File: src/hlc_pkg.sv
package hlc_pkg;

  localparam logic [31:0] HashMult = 32'd2654435761;

  typedef struct packed {
    logic [15:0] sh;
    logic [31:0] fh;
    logic [15:0] len;
    logic [15:0] val;
  } entry_t;

  // Per-cycle command broadcast to every cell of the chain.
  typedef struct packed {
    logic   cmp;      // latch match flag against the probe
    logic   upd;      // apply shift and insert
  } cell_cmd_t;

endpackage

File: src/hlc_cell.sv
module hlc_cell #(
  parameter int unsigned IdxW = 8
) (
  input  logic               clk_i,
  input  logic               rst_ni,
  input  logic [IdxW-1:0]    my_idx_i,
  input  hlc_pkg::cell_cmd_t cmd_i,
  input  hlc_pkg::entry_t    probe_i,
  input  logic [IdxW-1:0]    count_i,
  input  logic [IdxW-1:0]    lo_i,
  input  logic [IdxW-1:0]    hi_i,
  input  hlc_pkg::entry_t    prev_i,
  output hlc_pkg::entry_t    ent_o,
  output logic               match_o
);

  hlc_pkg::entry_t ent_q;
  logic            match_q;

  always_ff @(posedge clk_i or negedge rst_ni) begin
    if (!rst_ni) begin
      match_q <= 1'b0;
    end else begin
      if (cmd_i.cmp) begin
        match_q <= (my_idx_i < count_i) && (ent_q.sh == probe_i.sh) &&
                   (ent_q.len == probe_i.len) && (ent_q.fh == probe_i.fh);
      end
    end
  end

  // Cells in (lo, hi] take the neighbor's entry; cell lo takes the probe.
  always_ff @(posedge clk_i) begin
    if (cmd_i.upd) begin
      if (my_idx_i == lo_i) begin
        ent_q <= probe_i;
      end else if (my_idx_i > lo_i && my_idx_i <= hi_i) begin
        ent_q <= prev_i;
      end
    end
  end

  assign ent_o   = ent_q;
  assign match_o = match_q;

endmodule

File: config.mk
export PLATFORM = sky130hd
export DESIGN_NAME = hlc_cell
export DESIGN_NICKNAME = d
export VERILOG_FILES = /design/src/hlc_pkg.sv /design/src/hlc_cell.sv
export SDC_FILE = /design/constraint.sdc
export NUM_CORES = 1
export LEC_CHECK = 0
export BUFFER_PORTS_ARGS = -buffer_cell sky130_fd_sc_hd__buf_2
export CAP_MARGIN = 20
export CORE_AREA = 2 2 108 110
export CTS_BUF_LIST = sky130_fd_sc_hd__clkbuf_4
export DETAILED_ROUTE_END_ITERATION = 8
export DIE_AREA = 0 0 110 112
export PLACE_DENSITY = 0.78
export SYNTH_ARGS = -nofsm -noshare
export SYNTH_HDL_FRONTEND = slang
export SYNTH_SLANG_ARGS = --single-unit
export TNS_END_PERCENT = 1
File: constraint.sdc
create_clock -name clk_i -period 2.2 [get_ports clk_i]
set_input_delay 0.22 -clock clk_i [delete_from_list [all_inputs] [get_ports clk_i]]
set_output_delay 0.22 -clock clk_i [all_outputs]
set_load 0.05 [all_outputs]
* Word-level counts from Yosys, hierarchy flattened
Index checks and enable logic that the tools add are counted.
** Word-level totals
- Word-level logic and storage cells :: 20
- Register bits after elaboration :: 81
- Input bits :: 196
- Output and inout bits :: 81
** Cells by class
- $lt $le $gt $ge :: 3
- Equality and inequality tests :: 4
- Muxes and demuxes :: 2
- Reduce and logical (&&, ||, !) cells :: 6
** Operator list (count)
- 2-to-1 mux 80 bit :: 2
- equality test 16 bit :: 2
- equality test 32 bit :: 1
- equality test 8 bit :: 1
- greater-than comparator 8 bit :: 1
- less-or-equal comparator 8 bit :: 1
- < comparator 8 bit :: 1
- logical AND 1 bit :: 4
- AND reduction 2 bit :: 1
- nonzero test 2 bit :: 1

* Logic depth before layout (Yosys ltp)
- Depth after elaboration :: 4
- Gate-level depth with buffers :: 8
- Mapped depth without buffers :: 8

* Least setup slack after synthesis
No wires, ideal clock.
- Path type :: input to register
- From :: input lo_i[5]
- To :: register ent_q, in the netlist ent_o[0] (enable)
- Path buffers :: 0
- Data arrival time :: 3.078 ns
- Setup time :: 0.449 ns
- Stages on the path :: 7
- Slack :: -1.326 ns
- Data required time :: 1.751 ns
- Cell sequence :: inv_1 > ha_1 > nand4_1 > nor2_1 > nor2_1 > o211ai_1 > o311a_1
** Between the ends
- Word-level cells in the longest chain between the ends :: 4
- Elaborated cells on any way between the ends :: 5
- Those cells by class :: 1 x order compare; 1 x eq/ne; 3 x reduce/logical
** Ends and longest elaborated chain
- start: declaration :: line hlc_cell.sv:10 : input logic [IdxW-1:0] lo_i,
- greater-than comparator 8 bit :: line hlc_cell.sv:36 : end else if (my_idx_i > lo_i && my_idx_i <= hi_i) begin
- logical AND 1 bit :: line hlc_cell.sv:36
- nonzero test 2 bit (no source line) *
- AND reduction 2 bit (no source line) *
- end signal: assignment :: line hlc_cell.sv:35 : ent_q <= probe_i;
- end signal: assignment :: line hlc_cell.sv:37 : ent_q <= prev_i;
- end: declaration :: line hlc_cell.sv:17 : hlc_pkg::entry_t ent_q;
Mark *: on every way between the ends. The rest lies on a longest branch, timed or not.
A chain may end at the register's enable or synchronous reset.

* Worst setup path in the final report
- From :: register ent_q, in the netlist ent_o[44]
- To :: register match_q, in the netlist match_o
** Between the ends
- Word-level cells in the longest chain between the ends :: 2
** Ends and longest elaborated chain
- equality test 32 bit :: line hlc_cell.sv:26 : (ent_q.len == probe_i.len) && (ent_q.fh == probe_i.fh);
- logical AND 1 bit :: line hlc_cell.sv:26
- end signal: assignment :: line hlc_cell.sv:25 : match_q <= (my_idx_i < count_i) && (ent_q.sh == probe_i.sh) &&
- end: declaration :: line hlc_cell.sv:18 : logic match_q;
No other way between the ends.

==> summary.txt <==
Outcome
  • Run status: finished, final reports clean

Setup path
  • Sequence of cells on the critical path: xor2_1 > nor4_2 > nand4_1 > nor4_2 > o41ai_1 > o32ai_1
  • Largest incremental delay on the critical path: 430 ps
  • Cell with the biggest individual delay on the critical path: sky130_fd_sc_hd__edfxtp_1
  • Req. time, crit path: approximately 2500 ps
  • Cell type with the highest occurrence count on the critical path: sky130_fd_sc_hd__nor4_2
  • Startpoint type of the worst setup path: flop
  • Largest fanout on the critical path: 2
  • Type of the setup path with the least slack: flop to flop
  • Data arrival time at the worst-slack endpoint: roughly 2300 ps
  • Crit path capture type: flop

Route
  • First DRT Iteration DRCs: around 200
  • Wirelength per Cell: about 17 um
  • Antenna-violating nets left: 0
  • Total met3 wirelength after detailed routing: ~1.2 mm
  • Met1 layer wirelength in the final routing: 4.82 mm
  • Vias per cell: 4.94
  • Via count: roughly 3,800
  • Highest metal layer with signal wires: met4
  • Met2 WL: around 6.7 mm
  • Residual DRC: 0
  • Drt total wl: between 10 and 15 mm
  • First-pass iteration count of the detailed router: 4

Logic synthesis
  • Net count after synthesis: around 560
  • Biggest area contributors in the synthesized netlist: sky130_fd_sc_hd__edfxtp_1 (52%), sky130_fd_sc_hd__mux2_2 (19%), sky130_fd_sc_hd__xnor2_1 (6.9%)
  • Synthesized cell area: around 4700 um^2
  • Dominant combinational cell family by area after synthesis: multiplexers
  • Number of warnings issued by yosys: 0
  • Most used DFF post-synth: sky130_fd_sc_hd__edfxtp_1
  • Post-synthesis adder-cell area fraction: 6.17%
  • Cell type with the largest total area after synthesis: sky130_fd_sc_hd__edfxtp_1
  • Post-Synthesis Mean Instance Area: about 14 um^2
  • Xor and xnor fraction of the mapped netlist area: between 10 and 15%
  • Most common library cells after synthesis: sky130_fd_sc_hd__edfxtp_1 (80), sky130_fd_sc_hd__mux2_2 (80), sky130_fd_sc_hd__xnor2_1 (37)
  • Number of distinct library cell variants in the gate-level netlist after synthesis: 31
  • Portion of synthesized cell area occupied by the leading cell type: between 50 and 60%
  • Share of async-settable or async-resettable flops after synthesis: 1.23%
  • Flip-flop and latch count after synthesis: between 80 and 90
  • EDFF count, synth: 80
  • Post-synthesis simple-gate area fraction: between 4 and 5%
  • Fraction of the mapped netlist area in compound gates: ~3.9%
  • Cell count after synthesis: about 340
  • Proportion of synthesized area in mux cells: between 10% and 20%
  • Sequential fraction of the synthesis area: between 50% and 60%

Power and ir drop
  • Proportion of total power due to net switching: 34.7%
  • Share of total power in sequential cells: 50.5%
  • Combinational cell fraction of total power: 30.9%
  • Leak pwr: ~2.8 nW
  • Power density over cell area: around 600 nW/um^2
  • Reported net switching power: approximately 1.3 mW
  • Power, Total: 3.82 mW
  • Peak supply drop: 339 uV
  • Portion of total power attributed to the clock network: between 10% and 20%
  • Int Power: between 2 and 2.5 mW

Global route
  • Total global routing track utilization: 20.8%
  • Wire length of the first global-routing pass: 19.6 mm
  • Pin count of the biggest net entering global routing: 47
  • Total global routing overflow: 0
  • Initial antenna violation count: 1
  • Vias in the first global route: slightly above 4,000

CTS
  • Count of H-tree levels built during CTS: 3
  • CTS Sinks: 81
  • Buffer count from post-CTS setup fixing: 0
  • Clk_lat worst skew: ~420 ps
  • Bufs on Longest Clock Path: 2
  • Inserted Clock Buffers: 9
  • Clock-pin slew of the registers on the worst-case setup and hold paths: about 120 ps
  • Clock tree from TritonCTS: done
  • Clock Tree Root: sky130_fd_sc_hd__clkbuf_4

STA
  • Least-Margin Pin Slew: ~360 ps
  • Total count of max-transition violations in the final report: 0
  • Peak clock frequency supported by timing: between 0.5 and 0.6 GHz
  • Worst rel slew slack: 75.5%
  • Final critical path time including I/O delays and setup: about 2000 ps
  • Unrepaired setup endpoints after global routing: no
  • Setup clock skew after layout: about 9 ps
  • Final-report setup violation count: 0
  • Final Hold Fails: 0
  • Final Cycle Share: 90.5%
  • Final setup slack of the worst path: 208 ps
  • Setup total negative slack: 0 ps

Final layout
  • Ratio of cells with drive above 1 in the final layout: approximately 60%
  • Area growth, synth to finish: 37.7%
  • # nets final: ~850
  • Final cell count without fillers: 776
  • Fill cell total of the finished layout: between 900 and 1,000

Floorplanning
  • Die Outline Area: about 12,000 um^2
  • Die Span X: between 100 and 150 um
  • Core region area: about 11,000 um^2
  • Vert. Die Dim: ~110 um
  • Starting Density: a little over two fifths
  • Ports: 277
  • Floorplan row count: 39

Placed design
  • # placed instances: 759
  • Input/output buffers: 276
  • Half-perimeter wire length after placement: roughly 11 mm
  • Pre-CTS setup slack: -7.56 ps
  • Final weighted congestion in routability-driven placement: just over 0.8

Min path
  • Class of the tightest hold or removal check: primary input to flop

Run
  • Max Cap Violations: 0
==> power groups by stage <==
| stage | clock network (mW) | logic [mW] | registers [mW] |
|---|---|---|---|
| final | 0.711 | 1.18 | 1.93 |
| after global routing | 0.796 | 1.26 | 1.95 |
| after CTS | 0.747 | 1.19 | 1.93 |
| after detailed placement | 0 | 1.18 | 1.97 |
| after global placement | 0 | 1.16 | 1.96 |
| after floorplan | 0 | 0.307 | 2.41 |
==> registers in the layout, indices dropped and copies added, names as in the netlist <==
signal   cells
match_o      1
ent_o       80
==> cells by family (layout without fill, tap and decap cells) <==
logic type,count (synthesis),count (layout)
buf+inv,38,327
fa+ha+maj,23,23
compound gates,26,26
flops,81,81
simple gates,38,38
mux,80,80
xor+xnor,57,57
other cells,0,1
==> stage by stage <==
stage               hold WS (ps)  instance area, um^2  utilization, %
finish                      96.6                 6420            57.5
global route                55.8                 6420            57.5
CTS                         51.7                 6410            57.4
detailed placement          6.43                 6290            56.3
global placement            6.54                 6290            56.3
floorplan                  -75.6                 4680               -
==> placed cells by master (no fill, tap or decap), types with 3 or more instances in the layout <==
| master | instances |
|---|---|
| sky130_fd_sc_hd__a21oi_1 | 5 |
| sky130_fd_sc_hd__buf_12 | 4 |
| sky130_fd_sc_hd__buf_2 | 276 |
| sky130_fd_sc_hd__clkbuf_4 | 10 |
| sky130_fd_sc_hd__clkinv_2 | 3 |
| sky130_fd_sc_hd__edfxtp_1 | 80 |
| sky130_fd_sc_hd__ha_1 | 23 |
| sky130_fd_sc_hd__inv_1 | 30 |
| sky130_fd_sc_hd__mux2_2 | 80 |
| sky130_fd_sc_hd__nand2_1 | 4 |
| sky130_fd_sc_hd__nand2b_1 | 3 |
| sky130_fd_sc_hd__nand4_1 | 14 |
| sky130_fd_sc_hd__nor2_1 | 5 |
| sky130_fd_sc_hd__nor2b_1 | 3 |
| sky130_fd_sc_hd__nor4_1 | 5 |
| sky130_fd_sc_hd__o21ai_0 | 3 |
| sky130_fd_sc_hd__o22ai_1 | 3 |
| sky130_fd_sc_hd__xnor2_1 | 37 |
| sky130_fd_sc_hd__xor2_1 | 20 |
==> worst paths after layout <==
kind / startpoint / endpoint / slack, ps / depth (start not counted)
worst max-delay path: ent_o[44]$_DFFE_PP_ / match_o$_DFFE_PN0P_ / 210 / 6
worst min-delay path: probe_i[14] / ent_o[14]$_DFFE_PP_ / 100 / 2
worst max register to register: ent_o[44]$_DFFE_PP_ / match_o$_DFFE_PN0P_ / 210 / 6
worst min register to register: match_o$_DFFE_PN0P_ / match_o$_DFFE_PN0P_ / 600 / 2
max in group asynchronous: rst_ni / match_o$_DFFE_PN0P_ / 2000 / 2
min in group asynchronous: rst_ni / match_o$_DFFE_PN0P_ / 110 / 2
==> repair_timing <==
| item | CTS | global route |
|---|---|---|
| setup endpoints to repair | 1 | 1 |
| resized for setup | 1 | 1 |
| hold endpoints to repair | 2 | 0 |
| hold buffers | 2 | 0 |
==> critical path: cells and delay by family, from the launching register on <==
family | cells | cell delay [ps]
AOI/OAI and AO/OA | 2 | 400
xor gates and xnor gates | 1 | 170
DFF | 1 | 430
and+or+nand+nor | 3 | 900
==> metal layers <==
| metal | vias to the layer above | GRT usage [%] |
|---|---|---|
| met1 | 1777 | 22.3 |
| met4 | 0 | 7.00 |
| li1 | 1851 | - |
| met3 | 18 | 6.15 |
| met2 | 186 | 38.0 |
| met5 | - | 0 |
==> area by class of cell <==
class	count	area [um^2]	share of cell area (%)
inverter	30	113	1.75
timing repair buffer	283	1490	23.2
sequential	81	2430	37.8
clock inverter	4	22.5	0.351
clock buffer	10	75.1	1.17
tap	143	179	2.79
multi-input combinational	224	2110	32.9
antenna	1	2.50	0.0390
(Power assumes the default switching activity.)
